[config.mk]
export PLATFORM = sky130hd
export DESIGN_NAME = bqd_ctrl
export DESIGN_NICKNAME = d
export VERILOG_FILES = /design/src/rtl/core/bqd_pkg.sv /design/src/rtl/core/bqd_ctrl.sv
export SDC_FILE = /design/constraint.sdc
export NUM_CORES = 1
export LEC_CHECK = 0
export ABC_AREA = 1
export BUFFER_PORTS_ARGS = -buffer_cell sky130_fd_sc_hd__buf_2
export CAP_MARGIN = 20
export CELL_PAD_IN_SITES_DETAIL_PLACEMENT = 1
export CELL_PAD_IN_SITES_GLOBAL_PLACEMENT = 1
export CORE_MARGIN = 2
export CORE_UTILIZATION = 37
export CTS_BUF_LIST = sky130_fd_sc_hd__clkbuf_4 sky130_fd_sc_hd__clkbuf_8
export CTS_CLUSTER_DIAMETER = 120
export CTS_CLUSTER_SIZE = 40
export DETAILED_ROUTE_END_ITERATION = 8
export PLACE_DENSITY = 0.95
export SYNTH_ARGS = -nofsm -noshare
export SYNTH_HDL_FRONTEND = slang
export SYNTH_SLANG_ARGS = --single-unit
[constraint.sdc]
create_clock -name clk -period 3.49 [get_ports clk]
set_clock_uncertainty 0.15 [all_clocks]
set_input_delay 0.1745 -clock clk [delete_from_list [all_inputs] [get_ports clk]]
set_output_delay 0.1745 -clock clk [all_outputs]
set_load 0.01 [all_outputs]
[src/rtl/core/bqd_pkg.sv]
// Package for the biquad cascade core: sizes, step codes, command struct,
// rounding and saturation helpers. No dependencies.
`default_nettype none
package bqd_pkg;

  localparam int CHANNELS   = 4;
  localparam int SECTIONS   = 4;
  localparam int COEF_WORDS = SECTIONS * 6;
  localparam int CH_W       = 2;
  localparam int SEC_W      = 2;
  localparam int ROWS       = CHANNELS * SECTIONS;
  localparam int ROW_W      = CH_W + SEC_W;
  localparam int CIDX_W     = 5;
  localparam int ACC_W      = 40;

  typedef logic [2:0] step_t;
  localparam step_t STEP_B0   = 3'd0;
  localparam step_t STEP_B1   = 3'd1;
  localparam step_t STEP_B2   = 3'd2;
  localparam step_t STEP_A1   = 3'd3;
  localparam step_t STEP_A2   = 3'd4;
  localparam step_t STEP_GAIN = 3'd5;
  localparam step_t STEP_OUT  = 3'd6;

  localparam logic CMD_FILTER = 1'b0;
  localparam logic CMD_COEF   = 1'b1;

  typedef struct packed {
    logic             load;
    logic             coef_wr;
    logic             run;
    step_t            step;
    logic [SEC_W-1:0] sec;
    logic             emit;
  } dp_cmd_t;

  // Q3.28 x Q16.15 product rounded to Q.15 (floor after adding half)
  function automatic logic signed [35:0] qround(input logic signed [63:0] p);
    logic signed [63:0] t;
    t = p + 64'sd134217728;
    return t[63:28];
  endfunction

  function automatic logic signed [31:0] sat32(input logic signed [ACC_W-1:0] v);
    logic signed [31:0] r;
    if (v > 40'sd2147483647) r = 32'sh7fffffff;
    else if (v < -40'sd2147483648) r = 32'sh80000000;
    else r = v[31:0];
    return r;
  endfunction

  function automatic logic signed [15:0] sat16(input logic signed [31:0] v);
    logic signed [32:0] t;
    logic signed [17:0] q;
    logic signed [15:0] r;
    t = 33'(v) + 33'sd16384;
    q = t[32:15];
    if (q > 18'sd32767) r = 16'sh7fff;
    else if (q < -18'sd32768) r = 16'sh8000;
    else r = q[15:0];
    return r;
  endfunction

endpackage
`default_nettype wire

[src/rtl/core/bqd_ctrl.sv]
// Sequencer of the biquad cascade: handshakes, section and step counters.
// Depends on bqd_pkg.
`default_nettype none
module bqd_ctrl (
  input  wire                   clk,
  input  wire                   rst_n,
  input  wire                   in_valid,
  output logic                  in_ready,
  input  wire                   in_cmd,
  input  wire [bqd_pkg::CH_W-1:0] in_channel,
  output logic                  out_valid,
  input  wire                   out_ready,
  input  wire                   cfg_valid,
  output logic                  cfg_ready,
  input  wire [2:0]             cfg_active_sections,
  output bqd_pkg::dp_cmd_t      cmd
);

  typedef enum logic [2:0] {
    S_IDLE = 3'b001,
    S_RUN  = 3'b010,
    S_FIN  = 3'b100
  } state_t;

  state_t                    state_r, state_nxt;
  bqd_pkg::step_t            step_r, step_nxt;
  logic [bqd_pkg::SEC_W-1:0] sec_r, sec_nxt, last_sec;
  logic [2:0]                nsec_r;
  logic                      out_valid_r, out_valid_nxt;
  logic                      acc, ch_ok, emit;

  assign cfg_ready = 1'b1;
  assign in_ready  = (state_r == S_IDLE);
  assign out_valid = out_valid_r;
  assign acc       = in_valid && in_ready;
  assign ch_ok     = {1'b0, in_channel} < (bqd_pkg::CH_W + 1)'(bqd_pkg::CHANNELS);
  assign emit      = (state_r == S_FIN) && (!out_valid_r || out_ready);

  // zero acts as one, oversize clamps to the last section
  always_comb begin
    if (nsec_r == 3'd0) last_sec = '0;
    else if (nsec_r > 3'(bqd_pkg::SECTIONS)) last_sec = bqd_pkg::SEC_W'(bqd_pkg::SECTIONS - 1);
    else last_sec = bqd_pkg::SEC_W'(nsec_r - 3'd1);
  end

  always_comb begin
    state_nxt     = state_r;
    step_nxt      = step_r;
    sec_nxt       = sec_r;
    out_valid_nxt = out_valid_r;
    if (out_valid_r && out_ready) out_valid_nxt = 1'b0;
    unique case (state_r)
      S_IDLE: begin
        if (acc && in_cmd == bqd_pkg::CMD_FILTER && ch_ok) begin
          state_nxt = S_RUN;
          step_nxt  = bqd_pkg::STEP_B0;
          sec_nxt   = '0;
        end
      end
      S_RUN: begin
        if (step_r == bqd_pkg::STEP_OUT) begin
          step_nxt = bqd_pkg::STEP_B0;
          if (sec_r == last_sec) state_nxt = S_FIN;
          else sec_nxt = sec_r + 1'b1;
        end else begin
          step_nxt = step_r + 3'd1;
        end
      end
      S_FIN: begin
        if (emit) begin
          out_valid_nxt = 1'b1;
          state_nxt     = S_IDLE;
        end
      end
      default: state_nxt = S_IDLE;
    endcase
  end

  always_ff @(posedge clk) begin
    if (!rst_n) begin
      state_r     <= S_IDLE;
      step_r      <= bqd_pkg::STEP_B0;
      sec_r       <= '0;
      out_valid_r <= 1'b0;
      nsec_r      <= 3'd1;
    end else begin
      state_r     <= state_nxt;
      step_r      <= step_nxt;
      sec_r       <= sec_nxt;
      out_valid_r <= out_valid_nxt;
      if (cfg_valid && cfg_ready) nsec_r <= cfg_active_sections;
    end
  end

  always_comb begin
    cmd.load    = acc && in_cmd == bqd_pkg::CMD_FILTER && ch_ok;
    cmd.coef_wr = acc && in_cmd == bqd_pkg::CMD_COEF;
    cmd.run     = (state_r == S_RUN);
    cmd.step    = step_r;
    cmd.sec     = sec_r;
    cmd.emit    = emit;
  end

endmodule
`default_nettype wire

Yosys cells after proc, flatten, opt, wreduce, memory -nomap -nowiden. Index checks and enable logic that the tools add are counted.

Bits in registers: 12. Bits in latches: 0. Memory bits (writable): 0. Bits in read-only memories: 0. Bits of input ports: 11. Output and inout port bits: 12. Logic and storage cells: 49. Memories: 0.

$add $sub $neg: 3. Multipliers: 0. Divide/modulo/power cells: 0. Order comparisons: 1. Equality and inequality tests: 10. Shifts and indexed selects: 0. Mux-type cells: 17. Bitwise logic cells: 1. Reductions and logical operators: 12.

Operator list (count): two-way mux 3 bit (6); two-way mux 2 bit (5); case mux 3 bit (3 select lines) (1); AND reduction 4 bit (2); == test 3 bit (second input constant) (2); inequality test 2 x 1 -> 1 bit (second input constant) (3); case mux 3 bit (2 select lines) (1); logical AND 1 bit (5); inequality test 2 bit (second input constant) (2); case mux 2 bit (2 select lines) (1); adder 3 x 1 -> 3 bit (second input constant) (1); == test 3 x 1 -> 1 bit (second input constant) (1); == test 3 x 2 -> 1 bit (second input constant) (1); greater-than comparator 3 bit (second input constant) (1); zero test 3 bit (1); two-way mux 1 bit (3); adder 2 x 1 -> 2 bit (second input constant) (1); == test 2 bit (1); AND reduction 2 bit (1); nonzero test 2 bit (1); subtractor 2 x 1 -> 2 bit (second input constant) (1); zero test 1 bit (1); logical OR 1 bit (1); NOT 1 bit (1).

Logic depth before layout (Yosys ltp).
Depth after elaboration: 7. Mapped depth: 11. Gate-level depth less buffers: 11.

Worst setup path before layout. No wires, ideal clock.

Path type: register to register. From: reg nsec_r[0]. To: reg sec_r[0] (netlist name). Library setup time: 0.110 ns. Arrival time: 1.227 ns. Data required time: 3.230 ns. Path slack: 2.002 ns. Cell stages (with the launch flop): 11. Path buffers: 0. Clock period less this slack: 1.488 ns. Cell sequence: dfxtp_1 > inv_1 > ha_1 > inv_1 > nand2_1 > nand3_1 > nand4_1 > nand2_1 > clkinv_2 > nor2_2 > nor2_2.

Word-level cells in the longest chain between the ends: 6. Elaborated cells on any way between the ends: 8. Those cells by class: add/sub (1); order compare (1); eq/ne (2); mux (2); reduce/logical (2).

RTL lines: start: declaration (RTL line bqd_ctrl.sv:28) `logic [2:0] nsec_r;`; start signal: assignment (RTL line bqd_ctrl.sv:91) `if (cfg_valid && cfg_ready) nsec_r <= cfg_active_sections;`; greater-than comparator 3 bit / subtractor 2 x 1 -> 2 bit (equally long branches) (RTL line bqd_ctrl.sv:42, bqd_ctrl.sv:43); two-way mux 2 bit (RTL line bqd_ctrl.sv:42) `else if (nsec_r > 3'(bqd_pkg::SECTIONS)) last_sec = bqd_pkg::SEC_W'(bqd_pkg::SECTIONS - 1);`; two-way mux 2 bit (*) (RTL line bqd_ctrl.sv:41) `if (nsec_r == 3'd0) last_sec = '0;`; == test 2 bit (*) (RTL line bqd_ctrl.sv:63) `if (sec_r == last_sec) state_nxt = S_FIN;`; inequality test 2 bit (no source line) (*); AND reduction 4 bit (no source line) (*); end signal: assignment (RTL line bqd_ctrl.sv:89) `sec_r <= sec_nxt;`; end: declaration (RTL line bqd_ctrl.sv:27) `logic [bqd_pkg::SEC_W-1:0] sec_r, sec_nxt, last_sec;`.

Mark *: on every way between the ends. The rest lies on a longest branch, timed or not. A chain may end at the register's enable or synchronous reset.

==> impl_metrics.toml <==
[floorplanning]
fp.dieW_um = 47.6
die-area_sq_um = 2270
pin_count = 23
rows = 15
fp.dieH_um = 47.6
core_sq_um = 1760
start_util_pct = 39.9

[drt]
ant_nets = 0
dr.pass1.iters = 4
drt-met1-wl_um = 807
drc = 0
wl_met3_um = 55
via_count = 748
via_per_inst = 4.86
drt_wl_total_um = 1820
detail_route.wl_per_cell_um = 11.8
highest_layer = "met4"
wl_met2_um = 926
drt_iter0_markers = 6

[sta]
post-route-period-util_pct = 48.3
finalHoldViolCount = 0
fin_crit_ns = 1.69
setup_viol = 0
setup_tns_ns = 0
setup_ws_ns = 1.80
slew_violations = 0
whs_ns = 0.0200
rsz0062_at_grt = "false"
fmax_mhz = 593

[global_routing]
grt_max_degree = 9
grt_first_pass_wirelength_um = 3140
grt_usage_pct = 20.1
grt_pass1_vias = 755
antenna_found_initial = 0
gr-total-overflow = 0

[placed_design]
dpl.hpwl_um = 1430
dp_slack_ns = 1.88
port_buffers = 19
place.gp.congestion = 0.779

[synthesis]
synth_cells = 107
synth_area_leaders = "dfxtp_1 34%, nand2_1 12%, inv_1 9.6%"
synth_commonest_cells = "23 x nand2_1, 18 x inv_1, 12 x dfxtp_1"
yosysUniqueCellTypes = 23
syn_area_per_cell_sq_um = 6.57
ys_seq_elements = 12
ys.flop_type = "dfxtp_1"
ys_async_sr_fraction_pct = 0
yosysTopAreaCell = "dfxtp_1"
netlist_area_sq_um = 703
yosysMostFrequentCell = "nand2_1"
netlist.area_leader.share_pct = 34.2
synth_edf_count = 0
yosys_warnings = 0
mappedNetlistNets = 119
ys_seq_area_share_pct = 34.2

[layout]
antenna_cells = 0
multiInputGateArea_sq_um = 350
seq_area_sq_um = 240
fill_cells = 259
final_layout_size_suffix_gt1_share_pct = 28.7
area_growth_pct = 22.8
nets = 142

[setup_path]
cp.required_ns = 3.17
slowest_stage = "dfxtp_1"
arrival_ns = 1.36
crit_path_cell_trace = "nand3_2, inv_1, nand3_1, inv_1, buf_2"
worst-setup-path-type = "reg2out"
critPathMaxFanout = 4
cpPeakStageDelay_ns = 0.45
path_common_cell = "inv_1"
end_kind = "output port"
crit_path_start_kind = "flop"

[clock_network]
cts_tree = "done"
cts-root-buf = "clkbuf_4"
post_cts_buffers = 0
clockBufferDepth = 2
clock_latency_ns = 0.28
cts_buffers = 3
htree_levels = 1
cts_sinks = 12
clkTransAtPathRegs_ns = 0.09

[run_status]
status = "completed"

[pwr]
ir_drop_mv = 0.231
p_per_area_nw_per_um2 = 513
p_leak_nw = 0.442

[run]
max_cap_viol_count = 0

[min_path]
hold_path.class = "in2reg"
worst paths after layout:
check	startpoint	end	slack, ns	depth (start not counted)
setup / recovery	state_r[0]	cmd[8]	1.80	5
hold / removal	rst_n	state_r[0]	0.02	2
setup reg to reg	nsec_r[0]	sec_r[0]	1.85	11
hold reg to reg	nsec_r[1]	nsec_r[1]	0.33	2
layer usage:
layer  global-route usage [%]  vias up
li1                         -      377
met1                     23.5      352
met2                     33.2       15
met3                     5.28        4
met4                     11.4        0
met5                        0        -
per-stage QoR:
stage / power [mW] / cell area, sq um / instances / util (%)
floorplan: 0.285 / 703 / 107 / -
global placement: 0.317 / 807 / 148 / 45.7
detailed placement: 0.329 / 807 / 148 / 45.7
CTS: 0.447 / 863 / 154 / 48.9
global route: 0.478 / 863 / 154 / 48.9
finish: 0.443 / 863 / 154 / 48.9
state kept, by name (all words and copies together) (netlist names):
register / cells
nsec_r: 3
state_r: 3
step_r: 3
sec_r: 2
out_valid: 1
timing repair:
action                                 4_1_cts  5_1_grt
endpoints found under the hold margin        1        0
gates resized for setup                      0        0
hold buffers                                 2        0
area by class of cell:
cell class	count	area share (%)
flip-flops and latches	12	27.8
clock buffers	4	4.20
repair buffers	21	13.3
well taps	25	3.62
multi-input cells	69	40.6
inverters	23	10.4
kinds of logic after synthesis:
logic type | after synthesis | synth area share (%)
AO/OA/AOI/OAI | 14 | 11.2
adder cells (fa/ha/maj) | 1 | 1.78
buffers and inverters | 26 | 16.0
flip-flops | 12 | 34.2
other | 1 | 0.533
AND/OR/NAND/NOR | 53 | 36.3
placed cells by master (no fill, tap or decap):
master / synthesis / layout
nand2_1: 23 / 23
buf_2: 0 / 19
inv_1: 18 / 18
dfxtp_1: 12 / 12
nand3_1: 9 / 9
nor2_1: 7 / 7
a21oi_1: 5 / 5
o21ai_0: 4 / 4
inv_2: 3 / 3
nor3_1: 3 / 3
nor2_2: 3 / 3
clkbuf_4: 0 / 3
nor4_1: 2 / 2
o21ai_1: 2 / 2
nand2_2: 2 / 2
nand4_1: 2 / 2
a21oi_2: 2 / 2
dlygate4sd3_1: 0 / 2
nor3_4: 1 / 1
nand3_2: 1 / 1
inv_4: 1 / 1
a31oi_1: 1 / 1
clkinv_2: 1 / 1
ha_1: 1 / 1
conb_1: 1 / 1
clkbuf_8: 0 / 1
critical path: cells and delay by family (launching register included):
kind,cells,cell delay (ns)
buf+inv,3,0.32
flops,1,0.45
simple gates,2,0.30
power breakdown:
group	switching (mW)	leakage, nW	total, mW	internal (mW)
logic	0.102	0.323	0.159	0.0569
clock network	0.0519	0.0210	0.115	0.0634
registers	0.0168	0.0982	0.169	0.152
total	0.170	0.442	0.443	0.272
Power figures use the tool's default switching activity.
